--- src/sv/fps_pkg.sv ---
// shared types, constants and pattern byte mapping for the pattern substitute block
`default_nettype none
package fps_pkg;

    localparam int PAT_BYTES = 16;
    localparam int CELLS     = PAT_BYTES - 1;
    localparam int CFG_IDX_W = 3;
    localparam int CFG_W     = 64;

    localparam logic [CFG_IDX_W-1:0] CFG_FIND_LO  = 3'd0;
    localparam logic [CFG_IDX_W-1:0] CFG_FIND_HI  = 3'd1;
    localparam logic [CFG_IDX_W-1:0] CFG_REPL_LO  = 3'd2;
    localparam logic [CFG_IDX_W-1:0] CFG_REPL_HI  = 3'd3;
    localparam logic [CFG_IDX_W-1:0] CFG_GUID_SWP = 3'd4;

    typedef logic [PAT_BYTES-1:0][7:0] t_pat;

    typedef struct packed {
        logic       valid;
        logic       last;
        logic [7:0] data;
    } t_slot;

    // byte idx of a 16-byte pattern, optionally through the guid mixed-endian swap
    function automatic logic [7:0] pat_byte(input logic [63:0] lo, input logic [63:0] hi,
                                            input logic swap, input logic [3:0] idx);
        logic [3:0] src;
        src = idx;
        if (swap) begin
            if (src < 4'd4) begin
                src = 4'd3 - src;
            end else if (src < 4'd8) begin
                src = src ^ 4'd1;
            end
        end
        if (src[3]) begin
            pat_byte = hi[{src[2:0], 3'b000} +: 8];
        end else begin
            pat_byte = lo[{src[2:0], 3'b000} +: 8];
        end
    endfunction

endpackage
`default_nettype wire

--- src/sv/fixed_pattern_substitute_top.sv ---
// top level of the fixed byte pattern find and replace block
//
// input channel: one byte per transaction (i_data_byte, i_is_last), valid/ready.
// output channel: one byte per transaction (o_out_byte, o_out_last, o_found_any).
// config: write i_cfg_data to register i_cfg_idx when i_cfg_we is high
// (find low/high, replace low/high, guid swap mode); write only while idle.
// a row of PAT_BYTES-1 cells holds the most recent bytes; together with the
// arriving byte they form the window, compared combinationally with the pattern.
// once the window is full each input byte but the last loads one output byte
// into the output register, at one byte per clock while the receiver keeps up.
// the first PAT_BYTES-1 bytes of a stream produce no output on arrival.
// after the last byte the row drains through the output register, one cell per
// cycle unless stalled; no input is taken until the final byte is loaded.
// o_found_any is set only on the final byte of a stream.
// a stalled receiver holds the output register; input is then held off too.
// reset empties the row, clears the found flag and loads default patterns
// (all zero, guid swap on).
`default_nettype none
module fixed_pattern_substitute_top (
    input  wire logic                           i_clk,
    input  wire logic                           i_rst_n,
    input  wire logic                           i_cfg_we,
    input  wire logic [fps_pkg::CFG_IDX_W-1:0]  i_cfg_idx,
    input  wire logic [fps_pkg::CFG_W-1:0]      i_cfg_data,
    input  wire logic                           i_in_valid,
    output logic                                o_in_ready,
    input  wire logic [7:0]                     i_data_byte,
    input  wire logic                           i_is_last,
    output logic                                o_out_valid,
    input  wire logic                           i_out_ready,
    output logic [7:0]                          o_out_byte,
    output logic                                o_out_last,
    output logic                                o_found_any
);
    import fps_pkg::*;

    t_pat              w_find;
    t_pat              w_repl;
    t_slot             w_fwd   [CELLS];
    logic [CELLS-1:0]  w_match;
    t_slot             w_head;

    logic       r_flushing;
    logic       r_found;
    logic       r_tail_valid;
    logic [7:0] r_tail_data;
    logic       r_out_valid;
    logic [7:0] r_out_byte;
    logic       r_out_last;
    logic       r_out_found;

    logic w_out_free;
    logic w_accept;
    logic w_full;
    logic w_hit;
    logic w_sub;
    logic w_shift;
    logic w_emit_run;
    logic w_emit_flush;
    logic [7:0] w_new_byte;

    fps_cfg u_cfg (
        .i_clk      (i_clk),
        .i_rst_n    (i_rst_n),
        .i_cfg_we   (i_cfg_we),
        .i_cfg_idx  (i_cfg_idx),
        .i_cfg_data (i_cfg_data),
        .o_find     (w_find),
        .o_repl     (w_repl)
    );

    assign w_out_free = !r_out_valid || i_out_ready;
    assign o_in_ready = !r_flushing && w_out_free;
    assign w_accept   = i_in_valid && o_in_ready;

    // cells fill from the top, so cell 0 valid means the window is full
    assign w_full = w_fwd[0].valid;
    assign w_hit  = w_full && (&w_match) && (i_data_byte == w_find[PAT_BYTES-1]);
    assign w_sub  = w_accept && w_hit;
    assign w_new_byte = w_hit ? w_repl[PAT_BYTES-1] : i_data_byte;

    assign w_shift      = (w_accept && !i_is_last) || (r_flushing && w_out_free);
    assign w_emit_run   = w_accept && !i_is_last && w_full;
    assign w_emit_flush = r_flushing && w_out_free && w_fwd[0].valid;

    always_comb begin
        if (r_flushing) begin
            w_head.valid = r_tail_valid;
            w_head.last  = 1'b1;
            w_head.data  = r_tail_data;
        end else begin
            w_head.valid = 1'b1;
            w_head.last  = 1'b0;
            w_head.data  = w_new_byte;
        end
    end

    for (genvar g = 0; g < CELLS; g++) begin : g_cell
        t_slot w_next;
        if (g == CELLS - 1) begin : g_top
            assign w_next = w_head;
        end else begin : g_mid
            assign w_next = w_fwd[g+1];
        end
        fps_cell u_cell (
            .i_clk   (i_clk),
            .i_rst_n (i_rst_n),
            .i_shift (w_shift),
            .i_sub   (w_sub),
            .i_next  (w_next),
            .i_find  (w_find[g]),
            .i_repl  (w_repl[g]),
            .o_fwd   (w_fwd[g]),
            .o_match (w_match[g])
        );
    end

    // control: flush state, sticky found flag, tail slot valid
    always_ff @(posedge i_clk) begin
        if (!i_rst_n) begin
            r_flushing   <= 1'b0;
            r_found      <= 1'b0;
            r_tail_valid <= 1'b0;
        end else begin
            if (w_accept) begin
                if (w_hit) begin
                    r_found <= 1'b1;
                end
                if (i_is_last) begin
                    r_flushing   <= 1'b1;
                    r_tail_valid <= 1'b1;
                end
            end else if (r_flushing && w_out_free) begin
                r_tail_valid <= 1'b0;
                if (w_fwd[0].valid && w_fwd[0].last) begin
                    r_flushing <= 1'b0;
                    r_found    <= 1'b0;
                end
            end
        end
    end

    always_ff @(posedge i_clk) begin
        if (w_accept && i_is_last) begin
            r_tail_data <= w_new_byte;
        end
    end

    // output register
    always_ff @(posedge i_clk) begin
        if (!i_rst_n) begin
            r_out_valid <= 1'b0;
        end else if (w_emit_run || w_emit_flush) begin
            r_out_valid <= 1'b1;
        end else if (i_out_ready) begin
            r_out_valid <= 1'b0;
        end
    end

    always_ff @(posedge i_clk) begin
        if (w_emit_run || w_emit_flush) begin
            r_out_byte  <= w_fwd[0].data;
            r_out_last  <= w_emit_flush && w_fwd[0].last;
            r_out_found <= w_emit_flush && w_fwd[0].last && r_found;
        end
    end

    assign o_out_valid = r_out_valid;
    assign o_out_byte  = r_out_byte;
    assign o_out_last  = r_out_last;
    assign o_found_any = r_out_found;

    a_found_with_last: assert property (@(posedge i_clk) disable iff (!i_rst_n)
        (o_out_valid && o_found_any) |-> o_out_last)
        else $error("found flag shown on a byte that is not the last");

    a_last_starts_flush: assert property (@(posedge i_clk) disable iff (!i_rst_n)
        (i_in_valid && o_in_ready && i_is_last) |=> (r_flushing && r_tail_valid))
        else $error("last input transaction did not start the drain");

    a_row_fills_from_top: assert property (@(posedge i_clk) disable iff (!i_rst_n)
        (!r_flushing && w_fwd[0].valid) |-> w_fwd[CELLS-1].valid)
        else $error("window row has a gap");

endmodule
`default_nettype wire

--- src/sv/fps_cfg.sv ---
// configuration registers and the mapped find and replace patterns
`default_nettype none
module fps_cfg (
    input  wire logic                           i_clk,
    input  wire logic                           i_rst_n,
    input  wire logic                           i_cfg_we,
    input  wire logic [fps_pkg::CFG_IDX_W-1:0]  i_cfg_idx,
    input  wire logic [fps_pkg::CFG_W-1:0]      i_cfg_data,
    output fps_pkg::t_pat                       o_find,
    output fps_pkg::t_pat                       o_repl
);
    import fps_pkg::*;

    logic [63:0] r_find_lo;
    logic [63:0] r_find_hi;
    logic [63:0] r_repl_lo;
    logic [63:0] r_repl_hi;
    logic        r_swap;

    always_ff @(posedge i_clk) begin
        if (!i_rst_n) begin
            r_find_lo <= '0;
            r_find_hi <= '0;
            r_repl_lo <= '0;
            r_repl_hi <= '0;
            r_swap    <= 1'b1;
        end else if (i_cfg_we) begin
            case (i_cfg_idx)
                CFG_FIND_LO:  r_find_lo <= i_cfg_data;
                CFG_FIND_HI:  r_find_hi <= i_cfg_data;
                CFG_REPL_LO:  r_repl_lo <= i_cfg_data;
                CFG_REPL_HI:  r_repl_hi <= i_cfg_data;
                CFG_GUID_SWP: r_swap    <= i_cfg_data[0];
                default: ;
            endcase
        end
    end

    always_comb begin
        for (int i = 0; i < PAT_BYTES; i++) begin
            o_find[i] = pat_byte(r_find_lo, r_find_hi, r_swap, 4'(i));
            o_repl[i] = pat_byte(r_repl_lo, r_repl_hi, r_swap, 4'(i));
        end
    end

endmodule
`default_nettype wire

--- src/sv/fps_cell.sv ---
// one window cell: holds a byte, compares it and hands it to its neighbor
`default_nettype none
module fps_cell (
    input  wire logic           i_clk,
    input  wire logic           i_rst_n,
    input  wire logic           i_shift,
    input  wire logic           i_sub,
    input  wire fps_pkg::t_slot i_next,
    input  wire logic [7:0]     i_find,
    input  wire logic [7:0]     i_repl,
    output fps_pkg::t_slot      o_fwd,
    output logic                o_match
);
    import fps_pkg::*;

    logic       r_valid;
    logic       r_last;
    logic [7:0] r_data;

    always_ff @(posedge i_clk) begin
        if (!i_rst_n) begin
            r_valid <= 1'b0;
            r_last  <= 1'b0;
        end else if (i_shift) begin
            r_valid <= i_next.valid;
            r_last  <= i_next.last;
        end
    end

    // a substitution without a shift rewrites the byte in place
    always_ff @(posedge i_clk) begin
        if (i_shift) begin
            r_data <= i_next.data;
        end else if (i_sub) begin
            r_data <= i_repl;
        end
    end

    assign o_match     = (r_data == i_find);
    assign o_fwd.valid = r_valid;
    assign o_fwd.last  = r_last;
    assign o_fwd.data  = i_sub ? i_repl : r_data;

endmodule
`default_nettype wire

--- config.mk ---
export PLATFORM = sky130hd
export DESIGN_NAME = fixed_pattern_substitute_top
export DESIGN_NICKNAME = d
export VERILOG_FILES = /design/src/sv/fps_pkg.sv /design/src/sv/fixed_pattern_substitute_top.sv /design/src/sv/fps_cfg.sv /design/src/sv/fps_cell.sv
export SDC_FILE = /design/constraint.sdc
export NUM_CORES = 1
export LEC_CHECK = 0
export ABC_CLOCK_PERIOD_IN_PS = 3300
export BUFFER_PORTS_ARGS = -buffer_cell sky130_fd_sc_hd__buf_2
export CORE_ASPECT_RATIO = 0.7
export CORE_UTILIZATION = 43
export CTS_CLUSTER_DIAMETER = 40
export DETAILED_ROUTE_END_ITERATION = 6
export PLACE_DENSITY = 0.55
export SLEW_MARGIN = 20
export SYNTH_ARGS = -nofsm -noshare
export SYNTH_HDL_FRONTEND = slang
export SYNTH_SLANG_ARGS = --single-unit
export TNS_END_PERCENT = 20
--- constraint.sdc ---
create_clock -name i_clk -period 3.3 [get_ports i_clk]
set_input_delay 0.165 -clock i_clk [delete_from_list [all_inputs] [get_ports i_clk]]
set_output_delay 0.165 -clock i_clk [all_outputs]
set_load 0.02 [all_outputs]
==> results.txt <==
- The flow ran to the end, but the final reports show violations.
- The checks that failed: negative setup slack.
- Final critical-path share of the clock period: 100%
- The internal portion of the total power is 11.1 mW.
* Synth Net Count: 2182
* Net switching power of the design: slightly below 5 mW
- After synthesis the cells add up to 19500 um2.
- The die is 257 um wide.
* Post-layout minimum cycle time: between 3 and 4 ns
- Hold WC Path Type: in2reg
- Area of the placeable core: 44200 um2
- By instance count, the cell type seen most on the critical path is sky130_fd_sc_hd__buf_12.
- Measured against its own limit, the worst slew margin works out to 35.0%.
- Synthesis Warnings: 0
- Largest fanout on the critical path: 10
- The root buffer cell chosen for the clock tree is sky130_fd_sc_hd__clkbuf_16.
- After detailed routing, the number of remaining DRC violations is 0.
- Net switching is a little under a third of the power.
* Ports placed on the boundary: between 90 and 100
- The initial antenna violation count came to 3.
- Routed wire length per instance: 22.3 um
- Setup violations remaining at the end of the flow were counted as 3.
- At the pin with the least slew margin, the transition time is 0.976 ns.
* Num Clock Sinks: ~430
- Timing-limited maximum frequency: 302 MHz
* Async S/R FF share, synth: 0%
- Clock-pin slew of the registers on the worst-case setup and hold paths: 0.06 ns
* Starting Density: 44.1%
* Clock tree from TritonCTS: yes
- At the worst endpoint, the arrival time is about 3.7 ns.
- Synthesis-to-layout area growth: 23.6%
- Post-synth EDFFs: 18
- Placement row count: 64
- Grt ovf: 0
- Max-slew violations: 0
* Type of destination of the critical path: flop
- Max-Cap Viols: 0
- Power density cells: approximately 660 nW/um2
- Setup Crit Path Kind: reg2reg
- After synthesis, the netlist uses 50 different library cells.
- Clock tree skew after final layout: a little over 0.02 ns
- Die Ht: about 180 um
- The via count of the first global-routing pass came to 15100.
* Port bufs: 92
- Share of the core filled with cells in the final layout: 54.5%
* Mean instance size in the synthesized netlist: 9.28 um2
- STA puts the critical path data required time at 3.71 ns.
* Highest cell delay on the worst timing path: approximately 0.45 ns
- RSZ-0062 raised after global routing: true
- Entering global routing, the biggest net connects 129 pins.
* Count of final hold-check violations: 0
- The die covers ~46000 um2.
- Overall power consumption after layout is estimated at 16.0 mW.
- Sequential fraction of the synthesis area: 45.0%
- Vias per inst: 5.39
- STA classifies the critical path startpoint as a flop.
- The routed layout has 15700 vias.
- After synthesis the netlist holds a flip-flop and latch count of 429.
- In the post-route analysis, the smallest setup slack over all paths is -0.0108 ns.
- Maximum root-to-sink buffer count: 3
- Wirelength, routed: ~65000 um
- Broken down by cell family, the worst path's largest delay share belongs to simple AND/OR/NAND/NOR gates.
- Highest ir drop seen on vdd: 0.000393 V
- The cell count after synthesis came out at 2101.
* Critical-path top delay cell: sky130_fd_sc_hd__dfxtp_4
* 1st-pass router iterations: 5
* First-pass GRT wire length: 96200 um
- Walking the worst path, the cells encountered are buf_12 > buf_12 > mux2i_1 > xnor2_1 > nor4_1 > buf_4 > nand4_1 > nor4_4 > nand4_1 > buf_4 > clkbuf_16 > buf_12 > mux2i_2 > mux2i_1.
* Gr usage total: a little over a quarter
* Placer Congestion: about 0.9
* Relative contribution of the clock network to total power: 35.5%
- HPWL after DPL: 44700 um
- Remaining antenna violation count after routing: 0
- DR iter-0 viols: 1298
- Of the total power, combinational logic draws 21.8%.
- H-tree depth reported by CTS: 2
- For this design the static power due to leakage is 10.1 nW.
- At the end of the flow, the number of nets in the layout was 2366.
- Critical path buffers and inverters: 6
- Clock Latency Late Sink: 0.57 ns
- Cells with a size suffix above 1 make up about 18% of the layout.
- In this run, flip-flops and latches consume 42.8% of the power.
* Ys flop type: sky130_fd_sc_hd__dfxtp_1
* Number of buffers created by CTS: 49
==> registers in the layout (all words and copies together), names as in the netlist, 8 cells and up <==
register               flops
u_cfg.r_repl_hi           64
g_cell.u_cell.r_last      15
u_cfg.r_find_hi           64
u_cfg.r_find_lo           64
r_tail_data                8
o_out_byte                 8
g_cell.u_cell.r_data     120
u_cfg.r_repl_lo           64
g_cell.u_cell.r_valid     15
==> layout make-up <==
cell class / instances / area [um2]
multi-input combinational: 1496 / 10500
tap: 594 / 743
sequential: 429 / 8770
clock buffer: 68 / 1400
fill: 4047 / 20100
clock inverter: 21 / 278
inverter: 37 / 139
timing repair buffer: 272 / 2290
antenna: 3 / 7.51
==> logic make-up after synthesis <==
kind of cell,count (synthesis),share of synthesized area [%]
and+or+nand+nor,694,14.8
muxes,368,19.4
AOI/OAI and AO/OA,351,13.5
DFF,429,45.0
xor gates and xnor gates,83,3.73
buffers and inverters,176,3.68
==> layer usage <==
layer | up-vias | share of wire, % | routed length [um] | GRT usage [%]
met2 | 415 | 43 | 28000 | 41.9
met1 | 7689 | 49 | 31600 | 40.5
met3 | 87 | 6.2 | 4030 | 3.90
met4 | 0 | 2.2 | 1430 | 6.00
met5 | - | 0 | 0 | 0
li1 | 7537 | - | - | -
==> cell usage in the layout (no fill, tap or decap), drive strengths merged, types with 4 or more instances in the layout <==
| cell type | n |
|---|---|
| nor4bb | 7 |
| nor4 | 19 |
| nor3b | 5 |
| inv | 42 |
| a221o | 6 |
| nand2b | 8 |
| dlygate4sd3 | 70 |
| dfxtp | 411 |
| edfxtp | 18 |
| a21oi | 7 |
| mux2 | 73 |
| clkbuf | 72 |
| nor3 | 8 |
| nor2 | 19 |
| and4 | 4 |
| xnor2 | 68 |
| xor2 | 15 |
| nand2 | 582 |
| buf | 198 |
| a21boi | 286 |
| mux2i | 295 |
| a2111o | 4 |
| nor2b | 13 |
| bufinv | 6 |
| o22ai | 14 |
| o32ai | 5 |
| o21ai | 9 |
| nand4 | 13 |
| nand3 | 7 |
| clkinv | 10 |
==> worst register-to-register path, stage by stage (launching register included) <==
cell	delay (ns)
sky130_fd_sc_hd__dfxtp_4	0.45
sky130_fd_sc_hd__buf_12	0.15
sky130_fd_sc_hd__buf_12	0.10
sky130_fd_sc_hd__mux2i_1	0.20
sky130_fd_sc_hd__xnor2_1	0.10
sky130_fd_sc_hd__nor4_1	0.28
sky130_fd_sc_hd__buf_4	0.19
sky130_fd_sc_hd__nand4_1	0.15
sky130_fd_sc_hd__nor4_4	0.32
sky130_fd_sc_hd__nand4_1	0.28
sky130_fd_sc_hd__buf_4	0.25
sky130_fd_sc_hd__clkbuf_16	0.17
sky130_fd_sc_hd__buf_12	0.16
sky130_fd_sc_hd__mux2i_2	0.25
sky130_fd_sc_hd__mux2i_1	0.11
==> timing repair <==
action                     in CTS  in global routing
setup buffers                   4                 16
hold endpoints to repair      262                  0
pin swaps                       0                 18
gates resized for setup         7                 77
gates cloned                    0                  4
hold buffers                   70                  0
setup endpoints to repair      88                106
==> cells in the mapped netlist, types with 10 or more instances <==
library cell               count  area share [%]
sky130_fd_sc_hd__buf_2        10            0.26
sky130_fd_sc_hd__nor2_1       19            0.37
sky130_fd_sc_hd__clkbuf_1    112             2.2
sky130_fd_sc_hd__nor2b_1      13            0.42
sky130_fd_sc_hd__nand4_1      13            0.42
sky130_fd_sc_hd__edfxtp_1     18             2.8
sky130_fd_sc_hd__inv_1        37            0.71
sky130_fd_sc_hd__o22ai_1      14            0.45
sky130_fd_sc_hd__buf_4        10            0.38
sky130_fd_sc_hd__mux2_2       73             4.2
sky130_fd_sc_hd__nand2_1     582              11
sky130_fd_sc_hd__a21boi_0    286              11
sky130_fd_sc_hd__xnor2_1      68             3.1
sky130_fd_sc_hd__mux2i_1     295              15
sky130_fd_sc_hd__xor2_1       15            0.67
sky130_fd_sc_hd__dfxtp_1     411              42
sky130_fd_sc_hd__nor4_1       16            0.51
==> worst paths after layout <==
kind                             from                           to  slack, ns  cells past startpoint
setup / recovery         u_cfg.r_swap  g_cell[13].u_cell.r_data[5]      -0.01                     14
hold / removal           i_cfg_idx[2]                 u_cfg.r_swap       0.03                      4
setup reg to reg         u_cfg.r_swap  g_cell[13].u_cell.r_data[5]      -0.01                     14
hold reg to reg   u_cfg.r_repl_hi[10]          u_cfg.r_repl_hi[10]       0.46                      2
==> power by group through the flow <==
| stage | Sequential [mW] | Combinational (mW) | Clock, mW |
|---|---|---|---|
| finish | 6.85 | 3.48 | 5.69 |
| global placement | 6.88 | 3.09 | 0 |
| detailed placement | 6.88 | 3.14 | 0 |
| floorplan | 6.57 | 1.88 | 0 |
| CTS | 6.77 | 3.25 | 5.78 |
| global route | 6.93 | 3.73 | 6.00 |
==> through the flow <==
step	TNS [ns]	std cells	setup slack [ns]	cell area, um2	hold WS [ns]
final	-0.0232	2920	-0.0108	24100	0.0256
after CTS	0	2898	0.0548	23500	0.0119
after floorplan	0	2101	0.562	19500	0.290
after global placement	-2.76	2735	-0.213	21000	0.451
after global routing	-2.48	2917	-0.0933	24100	0.0160
after detailed placement	-5.05	2735	-0.249	21000	0.456
Note: power is estimated with default switching activity, not from simulation.
